### config.mk
export PLATFORM = sky130hd
export DESIGN_NAME = dba_ram
export DESIGN_NICKNAME = d
export VERILOG_FILES = /design/src/rtl/dba_ram.sv
export SDC_FILE = /design/constraint.sdc
export NUM_CORES = 1
export LEC_CHECK = 0
export BUFFER_PORTS_ARGS = -buffer_cell sky130_fd_sc_hd__buf_2
export CORE_MARGIN = 5
export CORE_UTILIZATION = 35
export DETAILED_ROUTE_END_ITERATION = 8
export PLACE_DENSITY = 0.46
export SETUP_SLACK_MARGIN = 0.2
export SYNTH_ARGS = -nofsm -noshare
export SYNTH_HDL_FRONTEND = slang
export SYNTH_SLANG_ARGS = --single-unit
### constraint.sdc
create_clock -name clock -period 2.2 [get_ports clock]
set_input_delay 0.33 -clock clock [delete_from_list [all_inputs] [get_ports clock]]
set_output_delay 0.33 -clock clock [all_outputs]
set_load 0.02 [all_outputs]
### src/rtl/dba_ram.sv
// ----------------------------------------------------------------------------
// Double booking admission: generic RAM
// One write port and one read port with registered read data.
// ----------------------------------------------------------------------------
module dba_ram #(
   parameter int WIDTH = 8,
   parameter int DEPTH = 16,
   localparam int ADDR_W = (DEPTH > 1) ? $clog2(DEPTH) : 1
) (
   input  logic              clock,
   input  logic              wr_en,
   input  logic [ADDR_W-1:0] wr_addr,
   input  logic [WIDTH-1:0]  wr_data,
   input  logic              rd_en,
   input  logic [ADDR_W-1:0] rd_addr,
   output logic [WIDTH-1:0]  rd_data
);

   logic [WIDTH-1:0] mem_ff [DEPTH];
   logic [WIDTH-1:0] rd_data_ff;

   always_ff @(posedge clock) begin
      if (wr_en) begin
         mem_ff[wr_addr] <= wr_data;
      end
      if (rd_en) begin
         rd_data_ff <= mem_ff[rd_addr];
      end
   end

   assign rd_data = rd_data_ff;

endmodule

==> flow_summary.rst <==
.. list-table::
   :header-rows: 1

   * - Metric
     - Value
   * - Proportion of layout cells with a drive suffix above 1
     - 29.3%
   * - Max VDD drop
     - between 500 and 600 µV
   * - Stage delay of the slowest cell on the critical path
     - roughly 0.47 ns
   * - Max-cap check violation count
     - 0
   * - Pin count of the biggest net entering global routing
     - 33
   * - I/O pin count
     - 27
   * - Leading cell types by count after synthesis
     - sky130_fd_sc_hd__edfxtp_1, sky130_fd_sc_hd__mux4_2, sky130_fd_sc_hd__a22oi_1
   * - Antenna violations before repair
     - 1
   * - Main flop type after synthesis
     - sky130_fd_sc_hd__edfxtp_1
   * - Hold Violations, Final
     - 0
   * - Reported leakage power
     - a little over 2 nW
   * - Critical path buffer and inverter count
     - 0
   * - Worst clock skew on the final layout
     - just over 0.005 ns
   * - Max transition margin
     - a little under three quarters
   * - Number of sinks handled by clock tree synthesis
     - ~140
   * - Period minus WS final
     - 1.47 ns
   * - Max Clk Rate
     - ~700 MHz
   * - Overall power
     - 5.59 mW
   * - Average cell area after synthesis
     - 22.8 µm²
   * - Number of global-route vias before repair
     - 2,619
   * - Fraction of post-synthesis cell area in the top cell type by area
     - a little under 80%
   * - Wire length of the first global-routing pass
     - 16.3 mm
   * - Antenna Nets Post-Route
     - 0
   * - Antenna Diode Count
     - 0
   * - Final-stage net count
     - just over 300
   * - Async S/R FF share, synth
     - 0%
   * - Worst endpoint required time
     - 2.34 ns
   * - Clock root buffer
     - sky130_fd_sc_hd__clkbuf_16
   * - Number of CTS-inserted buffers
     - 17
   * - Sequential cell area fraction in the yosys report
     - between 70% and 80%
   * - Netlist cell types
     - 18
   * - Post-CTS Setup Repair Bufs
     - 0
   * - Arrival time reported for the critical path endpoint
     - 1.61 ns
   * - EDFF count, synth
     - 136
   * - Critical Path, Cell by Cell
     - mux4_2 > a22oi_1 > nand2_1
   * - Endpoint class of the critical path
     - register
   * - Post-CTS resize count
     - 0
   * - Leading post-synthesis cells by cell area
     - sky130_fd_sc_hd__edfxtp_1, sky130_fd_sc_hd__mux4_2, sky130_fd_sc_hd__mux4_1
   * - DIE HEIGHT
     - ~130 µm
   * - Final core occ
     - 42.3%
   * - Final setup viols
     - 0
   * - TritonCTS clock tree
     - done
   * - Overall overflow remaining after global route
     - 0
   * - Floorplan die area
     - 0.0175 mm²
   * - Cells after Synth
     - about 230
   * - Number of detailed-routing iterations run before antenna repair
     - 4
   * - Slew at the pin closest to its max-slew limit
     - around 0.43 ns
   * - Maximum fanout along the worst path
     - 1
   * - Status
     - finished, final reports clean
   * - Cell taking the most area after synthesis
     - sky130_fd_sc_hd__edfxtp_1
   * - Average wire length per cell after detail routing
     - between 20 and 25 µm
   * - Total nets after synthesis
     - 248
   * - Total global-route track usage
     - approximately an eighth
   * - Effective utilization at floorplan
     - a little over a third
   * - Nature of the critical path startpoint
     - register
   * - DRC violations left
     - 0
   * - Yosys warning count
     - 0
   * - Final weighted congestion in routability-driven placement
     - 0.716
   * - Core Area
     - about 0.015 mm²
   * - DRC violation total after the first TritonRoute iteration
     - between 150 and 200
   * - Total count of max-transition violations in the final report
     - 0
   * - Clock transition at path regs
     - roughly 0.050 ns
   * - Aggregate routed wire length
     - roughly 11 mm
   * - Critical path's top delay family
     - multiplexers
   * - Post-synthesis instance area
     - 0.00523 mm²
   * - Total power divided by cell area
     - 906 mW/mm²
   * - Layout area overhead
     - 18.0%
   * - Worst skew pair latency
     - around 0.4 ns
   * - Row count
     - 44
   * - Cell with the largest stage delay on the worst path
     - sky130_fd_sc_hd__mux4_2
   * - Yosys reg bits
     - about 140
   * - Count of input and output buffers
     - 26
   * - Path category of the worst min-delay check
     - in -> reg
   * - Dpl hpwl
     - approximately 6.6 mm
   * - Unrepaired setup endpoints after global routing
     - false
   * - # hold bufs at CTS
     - 0
   * - Worst Path Class, Setup
     - reg -> reg
   * - Fill cell count
     - roughly 1,300
   * - Total number of vias
     - roughly 2,400
   * - Crit share post-route
     - 66.7%
   * - CTS H-tree lvls
     - 4
   * - Maximum buffer depth of the clock tree
     - 2
   * - Vias per cell
     - between 5 and 6
   * - Most frequent cell after synthesis
     - sky130_fd_sc_hd__edfxtp_1
   * - Final-layout setup total negative slack
     - 0 ns
   * - Die W
     - about 130 µm
cell type report:
class	count	area [µm²]	share of cell area (%)
clock inverters	6	27.5	0.446
repair buffers	47	313	5.07
well taps	184	230	3.73
clock buffers	25	455	7.38
flip-flops and latches	136	4080	66.2
multi-input cells	83	1060	17.1
per-layer routing:
| metal | wire length, µm | GRT usage, % | up-vias |
|---|---|---|---|
| met5 | 9 | 0 | - |
| met4 | 170 | 5.77 | 2 |
| met3 | 394 | 4.12 | 13 |
| met2 | 4840 | 18.7 | 44 |
| met1 | 5150 | 18.0 | 1289 |
| li1 | - | - | 1095 |
stage by stage:
step / hold WS, ns / setup slack, ns / area, µm² / instances
floorplan: 0.429 / 0.377 / 5230 / 229
global placement: 0.712 / 0.257 / 5680 / 450
detailed placement: 0.708 / 0.284 / 5680 / 450
CTS: 0.271 / 0.695 / 6170 / 481
global route: 0.274 / 0.648 / 6170 / 481
finish: 0.285 / 0.732 / 6170 / 481
power breakdown:
group / internal, mW / switching [mW] / total [mW] / leakage, nW
logic: 0.117 / 0.166 / 0.283 / 0.593
registers: 2.92 / 0.0145 / 2.94 / 1.24
clock network: 1.41 / 0.952 / 2.37 / 0.238
total: 4.45 / 1.13 / 5.59 / 2.07
kinds of logic (layout without fill, tap and decap cells):
group,count (synthesis),after routing,share of synthesized area (%)
AOI/OAI and AO/OA,16,16,2.30
buffers and inverters,10,78,1.65
DFF,136,136,78.1
muxes,32,32,14.8
and+or+nand+nor,35,35,3.14
cells in the final DEF (no fill, tap or decap), types with 4 or more instances in the layout:
cell type                   instances
sky130_fd_sc_hd__a22oi_1           16
sky130_fd_sc_hd__buf_2             26
sky130_fd_sc_hd__buf_4             19
sky130_fd_sc_hd__clkbuf_1           8
sky130_fd_sc_hd__clkbuf_16         17
sky130_fd_sc_hd__clkinv_2           4
sky130_fd_sc_hd__edfxtp_1         136
sky130_fd_sc_hd__mux4_1            14
sky130_fd_sc_hd__mux4_2            18
sky130_fd_sc_hd__nand2_1            9
sky130_fd_sc_hd__nor2_1            13
sky130_fd_sc_hd__nor3_1             4
flip-flops by register name (all words and copies together) (netlist names):
signal   cells
mem_ff     128
rd_data      8
path summary, 6_finish.rpt:
path                 from    endpoint  slack [ns]  cells past startpoint
min reg2reg  mem_ff[6][3]  rd_data[3]        0.74                      3
min                 rd_en  rd_data[6]        0.28                      1
max          mem_ff[3][7]  rd_data[7]        0.73                      3
max reg2reg  mem_ff[3][7]  rd_data[7]        0.73                      3
worst reg2reg max path, cell delays in order (launching register included):
cell	delay [ns]
sky130_fd_sc_hd__edfxtp_1	0.36
sky130_fd_sc_hd__mux4_2	0.47
sky130_fd_sc_hd__a22oi_1	0.24
sky130_fd_sc_hd__nand2_1	0.13
Power figures use the tool's default switching activity.
