$ cat config.mk
export PLATFORM = sky130hd
export DESIGN_NAME = dba_ovl
export DESIGN_NICKNAME = d
export VERILOG_FILES = /design/src/rtl/dba_pkg.sv /design/src/rtl/dba_ovl.sv
export SDC_FILE = /design/constraint.sdc
export NUM_CORES = 1
export LEC_CHECK = 0
export ABC_AREA = 1
export BUFFER_PORTS_ARGS = -buffer_cell sky130_fd_sc_hd__clkbuf_2
export CORE_ASPECT_RATIO = 0.8
export CORE_UTILIZATION = 46
export DETAILED_ROUTE_END_ITERATION = 12
export GPL_TIMING_DRIVEN = 1
export PLACE_DENSITY = 0.86
export SLEW_MARGIN = 20
export SYNTH_ARGS = -nofsm -noshare
export SYNTH_HDL_FRONTEND = slang
export SYNTH_SLANG_ARGS = --single-unit
$ cat constraint.sdc
create_clock -name vclk -period 3.8
set_input_delay 0.38 -clock vclk [all_inputs]
set_output_delay 0.38 -clock vclk [all_outputs]
set_load 0.02 [all_outputs]
$ cat src/rtl/dba_pkg.sv
// ----------------------------------------------------------------------------
// Double booking admission: shared package
// Table sizes, time width, status codes, sequencer states and the interval
// record that is stored in both tables.
// ----------------------------------------------------------------------------
package dba_pkg;

   localparam int BOOKING_DEPTH = 64;
   localparam int OVERLAP_DEPTH = 64;
   localparam int TIME_BITS     = 32;

   // Width of the time fields on the ports.
   localparam int FIELD_BITS = 32;

   // Only the low TIME_W bits of each time field take part in the check; with these settings that is all of them.
   localparam int TIME_W = (TIME_BITS < FIELD_BITS) ? TIME_BITS : FIELD_BITS;

   localparam int BIDX_W = (BOOKING_DEPTH > 1) ? $clog2(BOOKING_DEPTH) : 1;
   localparam int OIDX_W = (OVERLAP_DEPTH > 1) ? $clog2(OVERLAP_DEPTH) : 1;
   localparam int BCNT_W = $clog2(BOOKING_DEPTH + 1);
   localparam int OCNT_W = $clog2(OVERLAP_DEPTH + 1);
   localparam int SCAN_W = (BCNT_W > OCNT_W) ? BCNT_W : OCNT_W;
   localparam int SUM_W  = SCAN_W + 1;

   typedef logic [TIME_W-1:0] time_type;

   typedef struct packed {
      time_type lo;
      time_type hi;
   } span_type;

   localparam int SPAN_W = $bits(span_type);

   typedef enum logic [1:0] {
      STATUS_OK     = 2'd0,
      STATUS_TRIPLE = 2'd1,
      STATUS_FULL   = 2'd2
   } status_type;

   typedef enum logic [6:0] {
      ST_IDLE     = 7'b0000001,
      ST_SCAN_OVL = 7'b0000010,
      ST_COUNT    = 7'b0000100,
      ST_CHECK    = 7'b0001000,
      ST_WRITE    = 7'b0010000,
      ST_STORE    = 7'b0100000,
      ST_RESP     = 7'b1000000
   } state_type;

endpackage

$ cat src/rtl/dba_ovl.sv
// ----------------------------------------------------------------------------
// Double booking admission: overlap unit
// The one comparator shared by every scan: finds the common part of a stored
// interval and the request, and whether it is non-empty.
// ----------------------------------------------------------------------------
module dba_ovl (
   input  dba_pkg::span_type entry,
   input  dba_pkg::span_type request,
   output logic              hit,
   output dba_pkg::span_type common
);

   always_comb begin
      common.lo = (entry.lo > request.lo) ? entry.lo : request.lo;
      common.hi = (entry.hi < request.hi) ? entry.hi : request.hi;
      hit       = common.lo < common.hi;
   end

endmodule

==> results of run 1 <==
==> worst paths after layout <==
kind / from / to / slack, ns
setup / recovery: request[19] / hit / 0.17
hold / removal: request[40] / common[40] / 1.13
==> layout make-up <==
cell class	count	area, sq um
Timing Repair Buffer	206	1150
Tap cell	84	105
Multi-Input combinational cell	415	2850
Fill cell	582	1900
Inverter	116	435
==> layout by cell type, fill, tap and decap left out <==
| cell type | count |
|---|---|
| o2111ai_1 | 1 |
| a21oi_1 | 58 |
| nand3_1 | 8 |
| nor2_2 | 3 |
| nor2_4 | 3 |
| a21o_1 | 1 |
| nand2_8 | 3 |
| buf_12 | 2 |
| inv_2 | 4 |
| nor3_1 | 2 |
| clkbuf_16 | 3 |
| nor4_1 | 1 |
| o21ai_1 | 10 |
| nor2_1 | 49 |
| nand4_1 | 9 |
| nand2_2 | 2 |
| o221a_2 | 1 |
| o21ai_0 | 28 |
| a211oi_2 | 2 |
| a21oi_4 | 3 |
| o21a_1 | 1 |
| o221ai_2 | 1 |
| ha_1 | 91 |
| buf_6 | 2 |
| a21oi_2 | 11 |
| ha_4 | 3 |
| inv_1 | 112 |
| nor3_2 | 1 |
| a211oi_1 | 1 |
| nand2_1 | 116 |
| buf_4 | 7 |
| clkbuf_2 | 192 |
| nand3b_1 | 1 |
| nand2_4 | 5 |
==> worst max-delay path, cell delays in order <==
cell,delay [ns]
clkbuf_2,0.07
inv_1,0.04
ha_1,0.29
a21oi_1,0.12
o21ai_1,0.08
nand2_1,0.07
nand3_1,0.14
a21oi_4,0.29
buf_4,0.18
nand2_4,0.07
o21ai_1,0.28
ha_4,0.26
a21oi_1,0.13
nor2_1,0.07
a211oi_2,0.15
o221a_2,0.23
nand2_1,0.09
a21oi_2,0.16
buf_6,0.13
==> power breakdown <==
group	internal (mW)	leakage, nW	switching (mW)
clock network	0	0	0
registers	0	0	0
logic	0.371	2.88	0.572
==> per-layer routing <==
layer	vias up	wire [um]	GRT usage
li1	2164	-	-
met1	1857	4490	0.302
met2	158	4850	0.466
met3	17	724	0.0192
met4	0	118	0.0274
met5	-	0	0
==> synth_stat cells <==
master | count | area [sq um]
a21o_1 | 1 | 7.51
nand4_1 | 9 | 56.3
inv_1 | 113 | 424
nand2_2 | 1 | 6.26
a21oi_1 | 70 | 350
nor2_1 | 55 | 206
ha_1 | 94 | 1180
nand2_1 | 119 | 447
inv_2 | 3 | 11.3
nand2_4 | 2 | 22.5
nor4_1 | 1 | 6.26
clkbuf_1 | 12 | 45.0
a211oi_1 | 3 | 22.5
o21ai_0 | 35 | 175
o21ai_1 | 3 | 15.0
a21oi_2 | 2 | 17.5
o221a_2 | 1 | 11.3
o2111ai_1 | 1 | 8.76
nand3b_1 | 1 | 7.51
o21a_1 | 1 | 7.51
nand3_1 | 8 | 40.0
o221ai_1 | 1 | 8.76
nor3_1 | 3 | 15.0
==> repair_timing <==
item	4_1_cts	5_1_grt
endpoints found under the setup margin	1	1
pin swaps	0	14
setup buffers	0	5
gates resized for setup	1	54
gates cloned	0	7
hold buffers	0	0
==> logic make-up (layout without fill, tap and decap cells) <==
family / count (synthesis) / after routing / share of synthesized area
AOI/OAI and AO/OA: 118 / 118 / 0.202
adders and majority gates: 94 / 94 / 0.381
buffers and inverters: 128 / 322 / 0.156
and+or+nand+nor: 199 / 203 / 0.261
==> through the flow <==
stage                     power (mW)  setup WS, ns   util  instance area, sq um  hold slack [ns]
after floorplan                0.544         0.202      -                  3090            0.940
after global placement         0.797        0.0718  0.646                  4160             1.13
after detailed placement       0.829       -0.0132  0.646                  4160             1.14
after CTS                      0.835        0.0232  0.647                  4170             1.14
after global routing            1.05       -0.0415  0.706                  4540             1.15
final                          0.943         0.169  0.706                  4540             1.13
==> impl_metrics.json, run 1 <==
{
  "cp.required_ns": 3.42,
  "fp.dieH_um": 75.3,
  "postSynthAreaPerCell_sq_um": 5.73,
  "finalSetupViolCount": 0,
  "grt_max_degree": 36,
  "antenna_found_initial": 0,
  "peakVddDrop_mv": 0.139,
  "maxCapViolations": 0,
  "seq_area_sq_um": 0,
  "diodes": 0,
  "vias": 4196,
  "max_slew_margin": 0.768,
  "drt_pass1_iterations": 4,
  "crit_fanout": 7,
  "max_freq_mhz": 275,
  "rows": 26,
  "vias_per_cell": 5.11,
  "flops_and_latches": 0,
  "first_global_vias": 3492,
  "grtUsageTotal": 0.241,
  "drv_slew": 0,
  "pin_count": 193,
  "status": "finished, final reports clean",
  "dpl.hpwl_mm": 8.34,
  "syn_area_sq_um": 3090,
  "drc": 0,
  "arrival_ns": 3.25,
  "grt_pass1_wl_mm": 14.0,
  "hold_viol": 0,
  "yosysWarnings": 0,
  "syn_to_final_growth_pct": 47.2,
  "dieArea_sq_um": 7050,
  "place_congestion": 0.892,
  "avgRoutedWirePerCell_um": 12.4,
  "die-width_um": 93.6,
  "finalCritPeriodShare": 0.956,
  "ys_seq_area_frac": 0,
  "cp-end-kind": "output port",
  "fin_nets": 961,
  "hold_path_class": "in -> out",
  "power.density_nw_per_um2": 208,
  "finalWirelength_mm": 10.2,
  "synth_fp_nets": 761,
  "finalCriticalPeriod_ns": 3.63,
  "layout.cells.non_filler": 821,
  "netlist-cell-type-count": 23,
  "core_sq_um": 6440,
  "hold_depth": 4,
  "fin_tns_setup_ns": 0,
  "drtAntennaViolNets": 0,
  "nClkBuffers": 0,
  "crit_type": "in -> out",
  "drive_gt1_frac": 0.336,
  "critPathLaunchType": "input port",
  "tightest_slew_ns": 0.344,
  "placed_cells": 809,
  "synthCells": 539,
  "grt.overflow.total": 0,
  "initial_utilization": 0.479,
  "drt_iter0_drc": 90,
  "p_leak_nw": 2.88,
  "port_buffers": 193
}
No activity file was read; power rests on OpenSTA's default activity.
==> run 2, diff against run 1 <==
==> constraint.sdc (replaced) <==
create_clock -name vclk -period 3.8
set_input_delay 0.76 -clock vclk [all_inputs]
set_output_delay 0.76 -clock vclk [all_outputs]
set_load 0.02 [all_outputs]
==> run 2 against run 1 <==
The run now ends with setup timing left. Largest cell class unchanged. Cell area rose by 30%. Power grew 41%. Routed wire length rose by 52%. Non-clock buffer count is 134 higher. Global-route usage up 9.9 points. Core utilization is 21 points higher. First-iteration DRC count grew to 4.2 times the previous value. Critical path depth is 2 higher.
==> impl_metrics.json, run 2 (same netlist as run 1, synthesis figures left out) <==
{
  "status": "finished, violations left",
  "violations": "setup timing",
  "drtAntennaViolNets": 0,
  "dpl.hpwl_mm": 10.3,
  "power.internal_mw": 0.599,
  "drt_pass1_iterations": 6,
  "critPathMaxStageDelay_ns": 0.35,
  "fin_util": 0.915,
  "whs_ns": 1.92,
  "finalWirelength_mm": 15.5,
  "power_frac_clock": 0,
  "drc": 0,
  "final_common_cell": "clkbuf_2",
  "fin_nets": 1095,
  "arrival_ns": 3.91,
  "fin_tns_setup_ns": -0.988,
  "hold_path_class": "in -> out",
  "syn_to_final_growth_pct": 90.8,
  "die-width_um": 93.6,
  "peakVddDrop_mv": 0.139,
  "finalCritPeriodShare": 1.23,
  "finalSetupViolCount": 3,
  "power.density_nw_per_um2": 226,
  "rsz0062_at_grt": "yes",
  "cp-end-kind": "output port",
  "crit_type": "in -> out",
  "max_slew_margin": 0.698,
  "grt_use_met2": 0.645,
  "crit_fanout": 17,
  "flops_and_latches": 0,
  "combPwrFrac": 1.000,
  "critPathLaunchType": "input port",
  "rows": 26,
  "placed_cell_area_sq_um": 5260,
  "tightest_slew_ns": 0.448,
  "busiest_layer": "met2",
  "cp_cell_sequence": "clkbuf_2 > inv_1 > ha_1 > a21oi_1 > nand2_1 > nand2_1 > nand2_1 > nand2_1 > nand2_1 > nand2_4 > nand2_8 > clkbuf_16 > nand2_1 > o21ai_1 > ha_4 > nand4_1 > buf_4 > nor4_2 > buf_4 > a21oi_4 > buf_8",
  "placed_cells": 929,
  "place_congestion": 0.922,
  "crit_top_cell": "nand2_1",
  "vias_per_cell": 5.53,
  "grt_max_degree": 36,
  "core_sq_um": 6440,
  "cp.required_ns": 3.04,
  "grtUsageTotal": 0.340,
  "max_freq_mhz": 214,
  "avgRoutedWirePerCell_um": 16.2,
  "port_buffers": 193,
  "diodes": 0,
  "p_seq_frac": 0,
  "finalWorstSetupSlack_ns": -0.873,
  "initial_utilization": 0.479,
  "drv_slew": 0,
  "fp.dieH_um": 75.3,
  "swShare": 0.551,
  "hold_depth": 4,
  "seq_area_sq_um": 0,
  "finalCriticalPeriod_ns": 4.67,
  "mostFrequentLayoutCells": "clkbuf_2 (191), buf_4 (140), nand2_1 (110)",
  "grt_pass1_wl_mm": 19.2,
  "p_sw_mw": 0.734,
  "antenna_found_initial": 0,
  "layout.cells.non_filler": 955,
  "drt_iter0_drc": 380,
  "hold_viol": 0,
  "use_met1": 0.380,
  "grt.overflow.total": 0,
  "dieArea_sq_um": 7050,
  "nClkBuffers": 0,
  "slowest_stage": "ha_4",
  "power.total_mw": 1.33,
  "first_global_vias": 4595,
  "hold_buffers": 0,
  "p_leak_nw": 3.56,
  "use_met3": 0.0343,
  "drive_gt1_frac": 0.499,
  "pin_count": 193,
  "final_area_sq_um": 5890,
  "maxCapViolations": 0,
  "dp_slack_ns": -0.895,
  "vias": 5282
}
==> run 2: cell types whose count changed in the layout (fill, tap and decap cells not counted), moves of 6 or more <==
cell and change:
a21oi_4 +6, a21oi_2 +17, nand2_1 -6, ha_1 -8, buf_4 +133, a21oi_1 -23, o21ai_0 -9, ha_4 +8
==> run 2: per-layer routing <==
| layer | part of all wire | wire, um |
|---|---|---|
| met5 | 0 | 0 |
| met4 | 0.074 | 1150 |
| met3 | 0.084 | 1300 |
| met2 | 0.48 | 7490 |
| met1 | 0.36 | 5530 |
==> run 2: final cells by class <==
type               count  area [sq um]
inverters            116           435
multi-input cells    415          3180
repair buffers       340          2180
fillers              305           549
well taps             84           105
==> run 2: power by group through the flow <==
| stage | Clock (mW) | Combinational, mW | Sequential, mW |
|---|---|---|---|
| detailed placement | 0 | 1.08 | 0 |
| floorplan | 0 | 0.596 | 0 |
| global route | 0 | 1.42 | 0 |
| finish | 0 | 1.33 | 0 |
| global placement | 0 | 1.03 | 0 |
| CTS | 0 | 1.16 | 0 |
==> run 2: worst paths after layout <==
kind / startpoint / endpoint / slack (ns)
worst max-delay path: request[3] / hit / -0.87
worst min-delay path: entry[9] / common[9] / 1.92
==> run 2: timing repair <==
action | in CTS | in global routing
pin swaps | 20 | 21
setup buffers | 5 | 15
endpoints found under the setup margin | 8 | 21
gates resized for setup | 36 | 53
gates cloned | 3 | 3
==> run 2: worst max-delay path, delay by kind of cell <==
family | cells | cell delay [ns]
buffers and inverters | 6 | 0.86
adder cells (fa/ha/maj) | 2 | 0.67
AND/OR/NAND/NOR | 10 | 1.11
AO/OA/AOI/OAI | 3 | 0.50
==> run 3, diff against run 2 <==
==> constraint.sdc (replaced) <==
create_clock -name vclk -period 3.8
set_input_delay 0.76 -clock vclk [all_inputs]
set_output_delay 0.76 -clock vclk [all_outputs]
set_load 0.01 [all_outputs]
==> run 3 against run 2 <==
The flow now stops in global routing (5_1_grt). Synthesized cell count stayed put. Area after synthesis stayed put.
==> impl_metrics.json, run 3 <==
{
  "synthCells": 539,
  "hold_buffers": 0,
  "placed_cell_area_sq_um": 5070,
  "status": "aborted with a tool error",
  "fp.dieH_um": 75.3,
  "ys_seq_area_frac": 0,
  "yosysTopAreaCell": "ha_1",
  "rows": 26,
  "yosysMostFrequentCell": "nand2_1",
  "initial_utilization": 0.479,
  "pin_count": 193,
  "dpl.hpwl_mm": 10.2,
  "flow.stopped_at": "global routing (5_1_grt)",
  "endpoint_type": "top-level output",
  "grt.overflow.total": 73,
  "synth_top_area_share": 0.381,
  "grt_max_degree": 30,
  "synthTopCellsByArea": "ha_1 (38%), nand2_1 (14%), inv_1 (14%)",
  "grtUsageTotal": 0.704,
  "syn_area_sq_um": 3090,
  "synth_commonest_cells": "nand2_1 (119), inv_1 (113), ha_1 (94), a21oi_1 (70), nor2_1 (55)",
  "synth_fp_nets": 761,
  "port_buffers": 193,
  "grt_worst_setup_endpoint": "hit",
  "postSynthAreaPerCell_sq_um": 5.73,
  "die-width_um": 93.6,
  "yosysWarnings": 0,
  "place_congestion": 0.836,
  "stop_error": "[ERROR GRT-0232] Routing congestion too high. Check the congestion heatmap in the GUI.",
  "netlist-cell-type-count": 23
}
## run 3: cell counts after synthesis
Identical to the previous run, type by type.
## run 3: through the flow
stage / cells / hold WS, ns / setup WS (ns)
floorplan: 539 / 1.65 / -0.0356
global placement: 915 / 1.90 / -0.550
detailed placement: 915 / 1.91 / -0.612
CTS: 928 / 1.89 / -0.472
## run 3: per-layer routing
| metal | global-route usage | GRT overflow |
|---|---|---|
| met5 | 0.0833 | 0 |
| met4 | 0.906 | 35 |
| met3 | 0.483 | 0 |
| met2 | 0.983 | 38 |
| met1 | 0.614 | 0 |
## run 3: cells by family after synthesis
group                    synth area share
AO/OA/AOI/OAI                       0.202
buffers and inverters               0.156
AND/OR/NAND/NOR                     0.261
adder cells (fa/ha/maj)             0.381
## run 3: what timing repair did
action                     4_1_cts
resized for setup               79
setup endpoints to repair        1
pin swaps                       33
cloned                           2
buffers inserted                12
==> run 4, diff against run 3 <==
- CORE_ASPECT_RATIO: 0.8 -> default
- CORE_UTILIZATION: 46 -> 35
- PLACE_DENSITY: 0.86 -> default
- PLACE_DENSITY_LB_ADDON: default -> 0.15
==> run 4 against run 3 <==
The flow now finishes, with violations (setup timing).
==> impl_metrics.json, run 4 (same netlist as run 1, synthesis figures left out) <==
{
  "fp.dieH_um": 95.9,
  "drt_pass1_iterations": 4,
  "crit_type": "in -> out",
  "peakVddDrop_mv": 0.125,
  "violations": "setup timing",
  "dieArea_sq_um": 9200,
  "hold_depth": 4,
  "finalCritPeriodShare": 1.12,
  "drc": 0,
  "drt_iter0_drc": 58,
  "avgRoutedWirePerCell_um": 10.9,
  "critPathLaunchType": "input port",
  "cp-end-kind": "output port",
  "port_buffers": 193,
  "status": "finished, violations left",
  "rsz0062_at_grt": "yes",
  "hold_viol": 0,
  "initial_utilization": 0.368,
  "core_sq_um": 8380,
  "finalWirelength_mm": 10.3,
  "flops_and_latches": 0,
  "drive_gt1_frac": 0.433,
  "tightest_slew_ns": 0.307,
  "placed_cells": 940,
  "crit_path_start": "request[43]",
  "crit_fanout": 15,
  "vias": 4322,
  "drv_slew": 0,
  "first_global_vias": 3952,
  "pin_count": 193,
  "finalSetupViolCount": 1,
  "dp_slack_ns": -0.615,
  "max_slew_margin": 0.793,
  "max_freq_mhz": 234,
  "vias_per_cell": 4.58,
  "final_common_cell": "clkbuf_2",
  "cp.required_ns": 3.04,
  "fin_tns_setup_ns": -0.466,
  "syn_to_final_growth_pct": 72.9,
  "finalWorstSetupSlack_ns": -0.466,
  "power.density_nw_per_um2": 189,
  "hold_path_class": "in -> out",
  "grt_pass1_wl_mm": 15.8,
  "p_leak_nw": 3.33,
  "antenna_found_initial": 0,
  "nClkBuffers": 0,
  "nFillCells": 786,
  "rows": 33,
  "fin_nets": 1062,
  "die-width_um": 95.9,
  "maxCapViolations": 0,
  "diodes": 0,
  "grt_max_degree": 24,
  "place_congestion": 0.842,
  "arrival_ns": 3.51,
  "dpl.hpwl_mm": 9.26,
  "layout.cells.non_filler": 943,
  "drtAntennaViolNets": 0,
  "worstHoldStart": "entry[26]",
  "grtUsageTotal": 0.211,
  "seq_area_sq_um": 0,
  "whs_endpoint": "common[26]",
  "grt.overflow.total": 0,
  "mostFrequentLayoutCells": "clkbuf_2 (192), nand2_1 (116), inv_1 (112), buf_4 (112), ha_1 (88)",
  "finalCriticalPeriod_ns": 4.27
}
run 4: layout make-up:
class | count | area (sq um) | area share
multi-input cells | 411 | 2850 | 0.534
well taps | 105 | 131 | 0.0246
inverters | 116 | 435 | 0.0816
repair buffers | 311 | 1920 | 0.360
run 4: power by group:
group	total, mW	leakage [nW]	internal [mW]	switching, mW
Clock	0	0	0	0
Combinational	1.01	3.33	0.502	0.508
Sequential	0	0	0	0
run 4: critical path, cell delays in order:
cell and delay, ns:
clkbuf_2 0.08, inv_1 0.05, ha_1 0.31, a21oi_1 0.17, nand2_1 0.09, a21oi_2 0.16, nand2_1 0.09, nand2_1 0.07
nand2_2 0.07, nand2_4 0.11, buf_12 0.16, nor2_4 0.05, a21oi_4 0.13, ha_1 0.26, a21oi_1 0.13, nor2_1 0.06
a211oi_2 0.16, o221ai_1 0.15, nand2_1 0.09, o2111ai_1 0.11, a21oi_2 0.12, buf_2 0.14
run 4: what timing repair did:
action / in CTS / in global routing
hold buffers: 0 / 0
endpoints found under the hold margin: 0 / 0
buffers inserted: 2 / 0
cloned: 1 / 0
resized for setup: 31 / 15
setup endpoints to repair: 1 / 1
pin swaps: 7 / 3
run 4: routing by layer:
layer | vias to the layer above | track usage | share of wire
met4 | 0 | 0.0224 | 0.0090
met1 | 1849 | 0.249 | 0.44
met2 | 102 | 0.425 | 0.51
met3 | 10 | 0.0118 | 0.040
li1 | 2361 | - | -
met5 | - | 0 | 0
run 4: worst max-delay path by stage:
stage	endpoint	slack [ns]	depth (start not counted)
after CTS	hit	-0.46	20
after floorplan	hit	-0.04	22
final	hit	-0.47	22
after global placement	hit	-0.50	22
after detailed placement	hit	-0.61	19
after global routing	hit	-0.70	22
run 4: per-stage QoR:
| stage | utilization | hold slack (ns) | power, mW | area (sq um) |
|---|---|---|---|---|
| 2_1_floorplan | - | 1.65 | 0.497 | 3200 |
| 3_3_place_gp | 0.610 | 1.90 | 0.926 | 5110 |
| 3_5_place_dp | 0.610 | 1.92 | 0.953 | 5110 |
| 4_1_cts | 0.628 | 1.92 | 1.00 | 5260 |
| 5_1_grt | 0.637 | 1.96 | 1.13 | 5340 |
| 6_report | 0.637 | 1.92 | 1.01 | 5340 |
